**src/design/assert_macros.svh**
```systemverilog
// Assertion macros shared by the cursor sequence buffer RTL.
// Needs clk and rst_n in the scope where a macro is used.
`ifndef ASSERT_MACROS_SVH
`define ASSERT_MACROS_SVH

// Implication within the same cycle.
`define CSB_ASSERT_NOW(lbl, ante, cons, msg) \
    lbl: assert property (@(posedge clk) disable iff (!rst_n) (ante) |-> (cons)) \
        else $error(msg);

// Implication in the next cycle.
`define CSB_ASSERT_NEXT(lbl, ante, cons, msg) \
    lbl: assert property (@(posedge clk) disable iff (!rst_n) (ante) |=> (cons)) \
        else $error(msg);

`endif

```
**src/design/csb_ram.sv**
```systemverilog
// Generic single write port, single read port RAM with registered read data.
// No dependencies.
`default_nettype none

module csb_ram #(
    parameter int WIDTH = 64,
    parameter int DEPTH = 64
) (
    input  wire logic                     clk,
    input  wire logic                     we,
    input  wire logic [$clog2(DEPTH)-1:0] waddr,
    input  wire logic [WIDTH-1:0]         wdata,
    input  wire logic                     re,
    input  wire logic [$clog2(DEPTH)-1:0] raddr,
    output logic      [WIDTH-1:0]         rdata
);

    logic [WIDTH-1:0] mem_reg [DEPTH];

    always_ff @(posedge clk)
    begin
        if (we)
        begin
            mem_reg[waddr] <= wdata;
        end
        if (re)
        begin
            rdata <= mem_reg[raddr];
        end
    end

endmodule

`default_nettype wire

```
**config.mk**
```make
export PLATFORM = sky130hd
export DESIGN_NAME = csb_ram
export DESIGN_NICKNAME = d
export VERILOG_FILES = /design/src/design/assert_macros.svh /design/src/design/csb_ram.sv
export SDC_FILE = /design/constraint.sdc
export NUM_CORES = 2
export LEC_CHECK = 0
export BUFFER_PORTS_ARGS = -buffer_cell sky130_fd_sc_hd__buf_2
export CORE_UTILIZATION = 39
export DETAILED_ROUTE_END_ITERATION = 8
export REMOVE_ABC_BUFFERS = 1
export SLEW_MARGIN = 20
export SYNTH_ARGS = -nofsm -noshare
export SYNTH_HDL_FRONTEND = slang
export SYNTH_SLANG_ARGS = --single-unit
```
**constraint.sdc**
```tcl
create_clock -name clk -period 16.75 [get_ports clk]
set_input_delay 4.1875 -clock clk [delete_from_list [all_inputs] [get_ports clk]]
set_output_delay 4.1875 -clock clk [all_outputs]
set_load 0.01 [all_outputs]
```
Yosys cells after proc, flatten, opt, wreduce, memory -nomap -nowiden
Memories as Yosys holds them, arrays and structs flattened. A register that Yosys moved wholly into a read port is not among the register bits.
Cells that the tools add are included.

word-level totals
  bits in registers = 0
  RAM bits = 4096
  output and inout port bits = 64
  logic and storage cells = 3
  memories = 1

cells by class
  mux-type cells = 2

memories
  memory   depth  width  rd ports  clocked after Yosys merged registers in  write ports  line           source
  mem_reg  64     64     1         1                                        1            csb_ram.sv:18  logic [WIDTH-1:0] mem_reg [DEPTH];

operator list
  operator  count
  $mux W1   2

Depth between registers and ports, before layout
  depth in word-level cells = 2
  gate-level depth with buffers = 9
  depth with buffers taken out = 5

Least setup slack after synthesis
Ideal clock, no wire load.

  path type = input-to-reg
  start = in waddr[3]
  end = mem mem_reg[48][0], enable pin
  setup time = 0.564 ns
  arrival time = 9.059 ns
  path slack = 7.127 ns
  cell stages on the path = 4
  buffers on the path = 1
  path through = clkbuf_1 > nor2b_1 > nand4b_1 > nor3_1

RTL lines
  element      line           source
  from (decl)  csb_ram.sv:11  input wire logic [$clog2(DEPTH)-1:0] waddr,
  to (decl)    csb_ram.sv:18

No word-level cell before the write port.

==> results.toml <==
[outcome]
status = "finished, final reports clean"

[timing]
fin_hold_ws_ps = 917
finalSetupTns_ps = 0
hold_violations = 0
finalMaxSlewViolations = 0
setup_viol = 0
post-route-min-period_ps = 7980
period_share_pct = 47.7
fin_ws_ps = 8770
skew_ps = 54.1
relSlewSlack_pct = 16.3
fmax_ghz = 0.125
tightestPinTransition_ps = 1260
grt_setup_unrepaired = "false"

[worst_setup_path]
cp_cell_sequence = "buf_12 -> buf_12 -> buf_4 -> buf_4 -> mux4_2 -> mux2i_1 -> nand2_1 -> a41oi_1 -> a211oi_1"
endpoint_kind = "flop"
slowest_stage = "buf_4"
slowest_delay_ps = 860
start_kind = "input port"
worstSetupPathType = "input port to flop"
cp_max_fo = 104
worst-endpoint-required_ps = 17420
critPathArrivalTime_ps = 8650

[grt]
grt_pass1_vias = 76500
grt_pass1_wl_um = 612000
grt-ovfl-total = 0
antenna_found_initial = 43
grt_max_degree = 126
grt_use_total_pct = 21.5

[logic_synthesis]
yosys.area_share.adder_pct = 0
synth_top_family_by_area = "multiplexers"
synth.yosys.warnings = 0
ys_ff_latch = 4160
syn-mean-instance-area_sq_um = 23.8
muxShareOfSynthArea_pct = 15.6
synth-edff-count = 4160
synthSimpleGateAreaFrac_pct = 1.23
seq_area_frac_synth_pct = 79.6
synth_xor_area_share_pct = 0
yosys.area.top_type_share_pct = 79.6
synth_area_sq_um = 157000
netlist_instances = 6598
synthDistinctLibCells = 32
synth-compound-area-share_pct = 2.47
async_flop_share_pct = 0
synth_largest_area_cell = "edfxtp_1"
synth-main-ff-cell = "edfxtp_1"
synth_area_leaders = "edfxtp_1 (80%), mux4_2 (15%), mux2i_1 (0.86%)"

[finish]
drive_gt1_share_pct = 28.3
synthToLayoutAreaGrowth_pct = 13.8
layout.nets = 7076
fillers = 33200
largest_reg_flops = 4096

[cts]
clk_latency_ps = 980
post_cts_resized = 0
cts_tree = "yes"
numCtsBuffers = 415
clkTransAtPathRegs_ps = 60
root_buffer = "clkbuf_16"
cts_setup_buffers = 0
holdBufCountCts = 0
cts.path.max_buffers = 4
h-tree-depth = 5
clkSinkCount = 4160

[floorplan]
start_util_pct = 39.2
die_h_um = 636
ios = 143
die_area_sq_um = 405000
rows = 232
die_w_um = 636
core_area_sq_um = 400000

[detailed_routing]
dr.max_layer_used = "met5"
viasPerCell = 6.00
vias = 75800
dr.first_iter.drc_count = 10500
drc = 0
ant_nets = 0
wl_per_cell_um = 35.1
first_pass_iters = 5
wirelength_um = 443000
wl_met2_um = 217000
wl_met3_um = 37000
wl_met1_um = 174000

[place]
post-place-ws_ps = 7630
port_buffers = 142
place_congestion = 0.764
dp_hpwl_um = 228000

[job]
cap_violations = 0

[power_and_ir_drop]
power_leakage_nw = 55.1
power_density_nw_per_um2 = 122
ir_worst_vdd_mv = 0.0911
power_mw = 21.9

[hold_path]
hp-class = "flop to flop"
## routing by layer
metal	up-vias	global-route usage, %
met5	-	0
met3	786	3.18
met4	14	6.80
met2	3893	35.6
li1	29400	-
met1	41700	29.5
## final cells by class
cell class / count / area, sq um / share of cell area (%)
Clock inverter: 269 / 2750 / 1.54
Multi-Input combinational cell: 2049 / 30800 / 17.2
Antenna cell: 21 / 52.6 / 0.0294
Timing Repair Buffer: 352 / 2600 / 1.46
Clock buffer: 497 / 10800 / 6.06
Sequential cell: 4160 / 125000 / 69.9
Tap cell: 5265 / 6590 / 3.69
Inverter: 19 / 71.3 / 0.0399
## stage by stage
step / utilization (%) / cell area, sq um / cells
floorplan: - / 155000 / 6228
global placement: 41.2 / 165000 / 11800
detailed placement: 41.2 / 165000 / 11800
CTS: 44.6 / 178000 / 12600
global route: 44.6 / 179000 / 12600
finish: 44.6 / 179000 / 12600
## report_power, final
group	internal [mW]	switching, mW	leakage, nW
Clock	5.35	3.97	6.61
Combinational	0.350	0.602	11.0
Sequential	11.6	0.0347	37.5
Total	17.3	4.61	55.1
## critical path: cells and delay by family
family | cells | cell delay, ps
simple gates | 1 | 100
mux | 2 | 780
compound gates | 2 | 530
buf+inv | 4 | 2670
## kinds of logic (layout without fill, tap and decap cells)
kind of cell / Yosys count / after routing
simple gates: 386 / 386
compound gates: 504 / 504
buf+inv: 389 / 1137
other cells: 0 / 21
mux: 1159 / 1159
flops: 4160 / 4160
## synth_stat cells (all sizes together) (11+ instances only)
cell     count
a31oi       18
nand2       58
a41oi       26
buf        230
nor2       112
and3        64
o22ai       83
a211oi      63
o221ai      38
or3         29
nand3       45
a2bb2oi     19
inv         19
or2         28
a22o        88
mux2i      135
mux4      1024
clkbuf     140
nor2b       28
edfxtp    4160
nand2b      11
a22oi      168
## placed cells by master (no fill, tap or decap), drive strengths merged
master       n
inv         33
and3        64
edfxtp    4160
nor2       112
mux2i      135
nor2b       28
and2         3
nand3b       2
a22o        88
or3b         1
nor3         2
o22ai       83
nand3       45
nand4        2
clkbuf     497
clkinvlp    16
a22oi      168
or3         29
bufinv      48
or2         28
buf        352
a2bb2oi     19
nand2       58
o221ai      38
nand4b       1
mux4      1024
a211oi      63
diode       21
clkinv     191
nand2b      11
a31oi       18
a41oi       26
a31o         1
## path summary, 6_finish.rpt
check / startpoint / end / slack, ps / cells past startpoint
setup / recovery: raddr[0] / rdata[8]$_DFFE_PP_ / 8770 / 9
hold / removal: mem_reg[45][30]$_DFFE_PP_ / rdata[30]$_DFFE_PP_ / 920 / 4
hold reg to reg: mem_reg[45][30]$_DFFE_PP_ / rdata[30]$_DFFE_PP_ / 920 / 4
setup reg to reg: mem_reg[63][7]$_DFFE_PP_ / rdata[7]$_DFFE_PP_ / 14700 / 5
Note: power is estimated with default switching activity, not from simulation.
