<file path="src/design/assert_macros.svh">
// Assertion macros shared by the cursor sequence buffer RTL.
// Needs clk and rst_n in the scope where a macro is used.
`ifndef ASSERT_MACROS_SVH
`define ASSERT_MACROS_SVH

// Implication within the same cycle.
`define CSB_ASSERT_NOW(lbl, ante, cons, msg) \
    lbl: assert property (@(posedge clk) disable iff (!rst_n) (ante) |-> (cons)) \
        else $error(msg);

// Implication in the next cycle.
`define CSB_ASSERT_NEXT(lbl, ante, cons, msg) \
    lbl: assert property (@(posedge clk) disable iff (!rst_n) (ante) |=> (cons)) \
        else $error(msg);

`endif

</file>
<file path="src/design/csb_pkg.sv">
// Package for the cursor sequence buffer: opcodes, status codes, field widths
// and the result struct passed from the sequencer to the top level.
`default_nettype none

package csb_pkg;

    localparam int OPCODE_W     = 3;
    localparam int WORD_W       = 64;
    localparam int STATUS_W     = 2;
    localparam int ITEM_COUNT_W = 7;

    localparam logic [OPCODE_W-1:0] OP_START   = 3'd0;
    localparam logic [OPCODE_W-1:0] OP_ADVANCE = 3'd1;
    localparam logic [OPCODE_W-1:0] OP_INSERT  = 3'd2;
    localparam logic [OPCODE_W-1:0] OP_ATTACH  = 3'd3;
    localparam logic [OPCODE_W-1:0] OP_REMOVE  = 3'd4;

    localparam logic [STATUS_W-1:0] ST_DONE       = 2'd0;
    localparam logic [STATUS_W-1:0] ST_NO_CURRENT = 2'd1;
    localparam logic [STATUS_W-1:0] ST_FULL       = 2'd2;

    typedef struct packed {
        logic [STATUS_W-1:0]     status;
        logic                    has_current;
        logic [ITEM_COUNT_W-1:0] item_count;
    } csb_res_t;

endpackage

`default_nettype wire

</file>
<file path="src/design/csb_ctrl.sv">
// Sequencer of the cursor sequence buffer: count, cursor and the shift loop
// that moves words one at a time through the RAM. Uses csb_pkg, assert_macros.svh.
`default_nettype none
`include "assert_macros.svh"

module csb_ctrl #(
    parameter int CAPACITY = 64
) (
    input  wire logic                          clk,
    input  wire logic                          rst_n,
    input  wire logic                          in_valid,
    output logic                               in_ready,
    input  wire logic [csb_pkg::OPCODE_W-1:0]  opcode,
    input  wire logic [csb_pkg::WORD_W-1:0]    entry_value,
    output logic                               ram_we,
    output logic [$clog2(CAPACITY)-1:0]        ram_waddr,
    output logic [csb_pkg::WORD_W-1:0]         ram_wdata,
    output logic                               ram_re,
    output logic [$clog2(CAPACITY)-1:0]        ram_raddr,
    input  wire logic [csb_pkg::WORD_W-1:0]    ram_rdata,
    output logic                               res_valid,
    input  wire logic                          res_take,
    output csb_pkg::csb_res_t                  res
);

    import csb_pkg::*;

    localparam int CW = $clog2(CAPACITY + 1);
    localparam int AW = $clog2(CAPACITY);
    localparam logic [CW-1:0] CAP = CW'(CAPACITY);
    localparam logic [CW-1:0] ONE = CW'(1);

    typedef enum logic [5:0] {
        S_IDLE  = 6'b000001,
        S_LOOP  = 6'b000010,
        S_WR    = 6'b000100,
        S_PUT   = 6'b001000,
        S_FETCH = 6'b010000,
        S_DONE  = 6'b100000
    } state_t;

    state_t              state_reg, state_next;
    logic [CW-1:0]       count_reg, count_next;
    logic [CW-1:0]       cursor_reg, cursor_next;
    logic [CW-1:0]       idx_reg, idx_next;
    logic                grow_reg, grow_next;
    logic [WORD_W-1:0]   word_reg, word_next;
    logic [STATUS_W-1:0] status_reg, status_next;

    logic          cur_valid;
    logic          full;
    logic          more;
    logic [CW-1:0] src;

    assign cur_valid = cursor_reg < count_reg;
    assign full      = count_reg >= CAP;
    assign more      = grow_reg ? (idx_reg > cursor_reg) : ((idx_reg + ONE) < count_reg);
    assign src       = grow_reg ? (idx_reg - ONE) : (idx_reg + ONE);

    assign in_ready  = (state_reg == S_IDLE);
    assign res_valid = (state_reg == S_DONE);

    always_comb
    begin
        res.status      = status_reg;
        res.has_current = cur_valid;
        res.item_count  = ITEM_COUNT_W'(count_reg);
    end

    always_comb
    begin
        state_next  = state_reg;
        count_next  = count_reg;
        cursor_next = cursor_reg;
        idx_next    = idx_reg;
        grow_next   = grow_reg;
        word_next   = word_reg;
        status_next = status_reg;
        ram_we      = 1'b0;
        ram_waddr   = idx_reg[AW-1:0];
        ram_wdata   = ram_rdata;
        ram_re      = 1'b0;
        ram_raddr   = src[AW-1:0];

        unique case (state_reg)
            S_IDLE:
            begin
                if (in_valid)
                begin
                    status_next = ST_DONE;
                    word_next   = entry_value;
                    state_next  = S_FETCH;
                    unique case (opcode)
                        OP_START:
                        begin
                            cursor_next = '0;
                        end
                        OP_ADVANCE:
                        begin
                            if (cur_valid)
                            begin
                                cursor_next = cursor_reg + ONE;
                            end
                            else
                            begin
                                status_next = ST_NO_CURRENT;
                            end
                        end
                        OP_INSERT:
                        begin
                            if (full)
                            begin
                                status_next = ST_FULL;
                            end
                            else
                            begin
                                grow_next   = 1'b1;
                                cursor_next = cur_valid ? cursor_reg : '0;
                                idx_next    = count_reg;
                                state_next  = S_LOOP;
                            end
                        end
                        OP_ATTACH:
                        begin
                            if (full)
                            begin
                                status_next = ST_FULL;
                            end
                            else
                            begin
                                grow_next   = 1'b1;
                                cursor_next = cur_valid ? (cursor_reg + ONE) : count_reg;
                                idx_next    = count_reg;
                                state_next  = S_LOOP;
                            end
                        end
                        OP_REMOVE:
                        begin
                            if (!cur_valid)
                            begin
                                status_next = ST_NO_CURRENT;
                            end
                            else
                            begin
                                grow_next  = 1'b0;
                                idx_next   = cursor_reg;
                                state_next = S_LOOP;
                            end
                        end
                        default:
                        begin
                            state_next = S_FETCH;
                        end
                    endcase
                end
            end
            S_LOOP:
            begin
                if (more)
                begin
                    ram_re     = 1'b1;
                    state_next = S_WR;
                end
                else if (grow_reg)
                begin
                    state_next = S_PUT;
                end
                else
                begin
                    count_next = count_reg - ONE;
                    state_next = S_FETCH;
                end
            end
            S_WR:
            begin
                ram_we     = 1'b1;
                idx_next   = src;
                state_next = S_LOOP;
            end
            S_PUT:
            begin
                ram_we     = 1'b1;
                ram_waddr  = cursor_reg[AW-1:0];
                ram_wdata  = word_reg;
                count_next = count_reg + ONE;
                state_next = S_FETCH;
            end
            S_FETCH:
            begin
                ram_re     = 1'b1;
                ram_raddr  = cursor_reg[AW-1:0];
                state_next = S_DONE;
            end
            S_DONE:
            begin
                if (res_take)
                begin
                    state_next = S_IDLE;
                end
            end
            default:
            begin
                state_next = S_IDLE;
            end
        endcase
    end

    always_ff @(posedge clk or negedge rst_n)
    begin
        if (!rst_n)
        begin
            state_reg  <= S_IDLE;
            count_reg  <= '0;
            cursor_reg <= '0;
            idx_reg    <= '0;
            grow_reg   <= 1'b0;
            status_reg <= ST_DONE;
        end
        else
        begin
            state_reg  <= state_next;
            count_reg  <= count_next;
            cursor_reg <= cursor_next;
            idx_reg    <= idx_next;
            grow_reg   <= grow_next;
            status_reg <= status_next;
        end
    end

    always_ff @(posedge clk)
    begin
        word_reg <= word_next;
    end

    `CSB_ASSERT_NOW(a_count_cap, 1'b1, count_reg <= CAP, "item count above capacity")
    `CSB_ASSERT_NOW(a_cursor_le_count, state_reg == S_IDLE, cursor_reg <= count_reg,
        "cursor beyond item count")
    `CSB_ASSERT_NOW(a_count_step, count_reg != $past(count_reg),
        (count_reg == $past(count_reg) + ONE) || (count_reg == $past(count_reg) - ONE),
        "item count moved by more than one")
    `CSB_ASSERT_NEXT(a_busy_after_accept, in_valid && in_ready, !in_ready,
        "word taken while sequencer busy")

endmodule

`default_nettype wire

</file>
<file path="config.mk">
export PLATFORM = sky130hd
export DESIGN_NAME = csb_ctrl
export DESIGN_NICKNAME = d
export VERILOG_FILES = /design/src/design/csb_pkg.sv /design/src/design/csb_ctrl.sv
export VERILOG_INCLUDE_DIRS = /design/src /design/src/design
export SDC_FILE = /design/constraint.sdc
export NUM_CORES = 1
export LEC_CHECK = 0
export BUFFER_PORTS_ARGS = -buffer_cell sky130_fd_sc_hd__buf_2
export CORE_UTILIZATION = 45
export CTS_CLUSTER_DIAMETER = 200
export DETAILED_ROUTE_END_ITERATION = 6
export PLACE_DENSITY = 0.85
export SYNTH_ARGS = -nofsm -noshare
export SYNTH_HDL_FRONTEND = slang
export SYNTH_SLANG_ARGS = --single-unit
</file>
<file path="constraint.sdc">
create_clock -name clk -period 9.7 [get_ports clk]
set_input_delay 1.94 -clock clk [delete_from_list [all_inputs] [get_ports clk]]
set_output_delay 1.94 -clock clk [all_outputs]
set_load 0.01 [all_outputs]
</file>
# Word-level counts from Yosys, hierarchy flattened
# Cells that the tools add are included.
# totals
word_cells	89
out_inout_bits	90
in_bits	135
register_bits	94
# op_classes
order_cmp	4
muxes	36
n_reduce_logical	14
n_eq_ne	23
n_addsub	5
# ops
operator	n
2-to-1 mux 7 bit	11
2-to-1 mux 64 bit	1
one-hot mux 7 bit (2 select lines)	3
one-hot mux 6 bit (6 select lines)	1
one-hot mux 7 bit (4 select lines)	1
2-to-1 mux 6 bit	4
adder 7 x 1 -> 7 bit (second input constant)	3
2-to-1 mux 5 bit	4
!= test 2 bit (second input constant)	9
< comparator 7 bit	2
subtractor 7 x 1 -> 7 bit (second input constant)	2
one-hot mux 5 bit (2 select lines)	1
AND reduction 5 bit	2
greater-or-equal comparator 7 bit (second input constant)	1
> comparator 7 bit	1
AND reduction 7 bit	1
equality test 3 x 2 -> 1 bit (second input constant)	2
equality test 6 x 1 -> 1 bit (second input constant)	1
equality test 6 x 2 -> 1 bit (second input constant)	1
equality test 6 x 3 -> 1 bit (second input constant)	1
equality test 6 x 4 -> 1 bit (second input constant)	1
equality test 6 x 5 -> 1 bit (second input constant)	1
equality test 6 bit (second input constant)	1
2-to-1 mux 1 bit	6
14 further kinds	21

# Longest topological paths before layout
# depth
depth_word	5
depth_mapped	12
depth_no_buf	10

# Worst setup path after synthesis
# OpenSTA, ideal clock, no wires.
# synth_path
path_type	input to register
start	input in_valid
end	register idx_reg[6]
stages	5
setup_time_ns	0.126
arrival_ns	4.186
path_buffers	0
required_time_ns	9.574
path_slack_ns	5.388
path_cell_list	nand4b_1 inv_1 o2111a_1 nor2_2 a221o_1
# synth_between
elab_chain_len	2
# synth_lines
item	line	source
start: declaration	csb_ctrl.sv:11	input wire logic in_valid,
!= test 2 bit (no source line)	n/a	
AND reduction 5 bit (no source line)	n/a	
end signal: assignment	csb_ctrl.sv:224	idx_reg <= idx_next;
end: declaration	csb_ctrl.sv:45	logic [CW-1:0] idx_reg, idx_next;
# No other way between the ends.
# A chain may end at the register's enable or synchronous reset.

# Worst setup path after layout
# layout_path
start	register idx_reg[0]
end	output ram_re
# layout_between
elab_chain_len	5
elab_cells_between_ends	6
cone_classes	add/sub (1); order compare (2); mux (3)
# layout_lines
item	line	source
adder 7 x 1 -> 7 bit	csb_ctrl.sv:57	assign more = grow_reg ? (idx_reg > cursor_reg) : ((idx_reg + ONE) < count_reg);
< comparator 7 bit	csb_ctrl.sv:57	
2-to-1 mux 1 bit (*)	csb_ctrl.sv:57	
2-to-1 mux 1 bit (*)	csb_ctrl.sv:159	if (more)
one-hot mux 1 bit (2 select lines) (*)	csb_ctrl.sv:85	unique case (state_reg)
end: declaration	csb_ctrl.sv:18	output logic ram_re,
# Mark *: on every way between the ends. The rest lies on a longest branch, timed or not.

==> summary.txt <==
Outcome
  • Failing checks: DRC
  • Run status: finished, violations left

STA
  • Final period util: 0.506
  • Slew Viols, Final: 0
  • Slew at the pin closest to its max-slew limit: 1.10 ns
  • F_max: 204 MHz
  • Unrepaired setup endpoints after global routing: no
  • Setup TNS: 0 ns
  • Period minus WS final: 4.90 ns
  • Setup WS post-layout: 4.80 ns
  • Skew final: 0.00776 ns
  • Final setup fails: 0
  • Relative slew slack: 0.264
  • Hold Fails Final Rpt: 0

Floorplan
  • Row Count: 39
  • Die span in x: 112 microns
  • Die height: 112 microns
  • Core box area: 0.0116 sq mm
  • Num ports: about 230
  • Die area: 0.0126 sq mm
  • Initial Util: 0.470

Global routing
  • First-pass GRT wire length: 24,100 microns
  • Largest net degree at the start of global routing: 86
  • GR Util All Layers: 0.248
  • Number of global-route vias before repair: 4,794
  • Initial antenna violation count: 0
  • Total gr overflow: 0

Power and ir drop
  • Sw power: 694 uW
  • Leak: 0.00319 uW
  • VDD IR max: 159 uV
  • Sw frac: 0.393
  • Seq pwr share: 0.385
  • Pwr per Cell Area: 254 mW/mm^2
  • Internal power: ~1100 uW
  • Comb pwr share: 0.413
  • Clk network pwr share: 0.201

Synthesis
  • Synth area leaders: edfxtp_1 35%, mux2_2 14%, dfrtp_1 13%, ha_1 6.2%, o21ai_0 2.8%
  • Yosys top cell area share: 0.352
  • Seq cells post-synth: 94
  • Syn Std Cell Area: 0.00545 sq mm
  • Synth async-reset ratio: 0.319
  • Largest family of logic cells by synthesized area: multiplexers
  • Syn_area_per_cell: 11.6 sq um
  • Post-Syn Nets: 634
  • Synth warn: 0
  • Number of synthesized flops with an enable pin: 64
  • Mapped Cells: ~470
  • Adder-Cell Fraction of Synth Area: 0.0656
  • Number of library cell types mapped by synthesis: 60
  • Post-synthesis mux area share: 0.148
  • Top FF cell, synth: edfxtp_1
  • Simple-Gate Fraction of Synth Area: 0.110
  • Post-Synth XOR/XNOR Area: 0.0369
  • Post-synthesis sequential area ratio: 0.490
  • Synth area leader: edfxtp_1
  • Post-synthesis compound-gate area fraction: 0.110

Routing
  • Initial DRC Count: 292
  • Top Layer Used: met4
  • DR vias/cell: 5.59
  • DRC Markers: 2
  • Drt first pass iters: 7
  • WL met3: roughly 1200 microns
  • Final wirelength: 15,500 microns
  • Antenna-violating nets left: 0
  • WL/cell: roughly 19 microns
  • Vias: 4,662
  • Routed length on met2: 8220 microns
  • M1 WL: 5690 microns

Min path
  • Hold path depth: 2
  • Type of the most critical hold path: reg2reg

Clocking
  • Hold-fix buffers at CTS: 0
  • CTS Sinks: 94
  • Clock Tree Root: clkbuf_16
  • # H-tree levels: 3
  • Buffer count from post-CTS setup fixing: 0
  • Gates resized, CTS repair: 0
  • TritonCTS Buffers: 9
  • TritonCTS clock tree: built
  • Clock transition at path regs: 0.07 ns
  • Max Root-Sink Buffers: 2
  • Worst skew pair latency: 0.34 ns

Final layout
  • Filler Cell Count: 954
  • Commonest non-fill, non-tap cell in the layout: buf_2
  • Antenna diodes: 0
  • Fraction of layout cells with a size suffix above 1: 0.466
  • P&R area growth vs syn: 27.5%
  • Final core occ: 0.598
  • Largest register FFs: 64
  • Commonest cells after routing, fill and taps aside: 224 x buf_2, 66 x mux2_2, 64 x edfxtp_1, 36 x nand2_1, 31 x o21ai_0
  • Fin nets: 849

Placement
  • Placer Congestion: 0.899
  • DP Worst Slack: 5.19 ns
  • Post-DP HPWL: 12,000 microns
  • IO buf count: 224

Setup path
  • Worst EP required: 7.76 ns
  • Crit end category: output pin
  • Worst setup path class: reg2out
  • Data arrival, critical path: 2.96 ns
  • Worst-path maximum fanout: 10
  • Worst R2R Path Depth: 9
  • Crit path launch type: flop

Run
  • Max cap viols: 0
==> area by class of cell <==
type | instances | area (sq um) | area share
clock buffers | 9 | 225 | 0.0324
inverters | 25 | 93.8 | 0.0135
repair buffers | 225 | 1130 | 0.162
clock inverters | 7 | 72.6 | 0.0104
well taps | 143 | 179 | 0.0257
flip-flops and latches | 94 | 2670 | 0.385
multi-input cells | 331 | 2580 | 0.371
==> stage by stage <==
| stage | hold slack, ns | instance area (sq um) | power, uW | cells |
|---|---|---|---|---|
| 2_1_floorplan | 0.505 | 5450 | 1160 | 471 |
| 3_3_place_gp | 0.448 | 6650 | 1380 | 818 |
| 3_5_place_dp | 0.457 | 6650 | 1410 | 818 |
| 4_1_cts | 0.470 | 6950 | 1770 | 834 |
| 5_1_grt | 0.522 | 6950 | 1880 | 834 |
| 6_report | 0.463 | 6950 | 1770 | 834 |
==> power groups by stage <==
stage / clock (uW) / sequential, uW / combinational [uW]
after floorplan: 0 / 642 / 515
after global placement: 0 / 678 / 697
after detailed placement: 0 / 686 / 726
after CTS: 359 / 679 / 729
after global routing: 373 / 696 / 807
final: 355 / 680 / 730
==> cell usage after synthesis, types with 3 or more instances <==
master,n
a211oi_1,4
a21o_1,3
a21oi_1,26
a22oi_1,5
and3_1,4
buf_1,7
buf_2,5
clkbuf_1,5
dfrtp_1,29
edfxtp_1,64
ha_1,27
inv_1,24
mux2_2,66
mux2i_1,5
nand2_1,36
nand2b_1,3
nand3_1,16
nand3b_1,4
nand4_1,3
nand4b_1,3
nor2_1,23
nor2b_1,4
nor3_1,5
o211ai_1,4
o21ai_0,31
o22ai_1,4
xnor2_1,15
xor2_1,8
==> metal layers <==
layer | vias to the layer above | GRT usage
met1 | 2219 | 0.275
li1 | 2173 | -
met2 | 232 | 0.456
met3 | 38 | 0.0664
met5 | - | 0
met4 | 0 | 0.0871
==> path summary, 6_finish.rpt <==
path	start	end	slack, ns
hold / removal	status_reg[1]	status_reg[1]	0.46
setup reg to reg	state_reg[5]	count_reg[6]	5.99
min in group asynchronous	rst_n	count_reg[5]	1.66
max in group asynchronous	rst_n	status_reg[0]	7.59
setup / recovery	idx_reg[0]	ram_re	4.80
hold reg to reg	status_reg[1]	status_reg[1]	0.46
==> critical path, cell delays in order, from the launching register on <==
cell and delay (ns):
dfrtp_1 0.51, ha_1 0.26, nand3_1 0.15, nor2_1 0.18, xor2_1 0.21, ha_1 0.29, a21oi_1 0.15, a21oi_1 0.08
or3_4 0.44, o21ai_0 0.17, buf_2 0.18
==> cell families after synthesis <==
family          after synthesis
mux                          72
flops                        94
xor+xnor                     23
simple gates                113
fa+ha+maj                    28
compound gates               95
buf+inv                      46
Note: power is estimated with default switching activity, not from simulation.
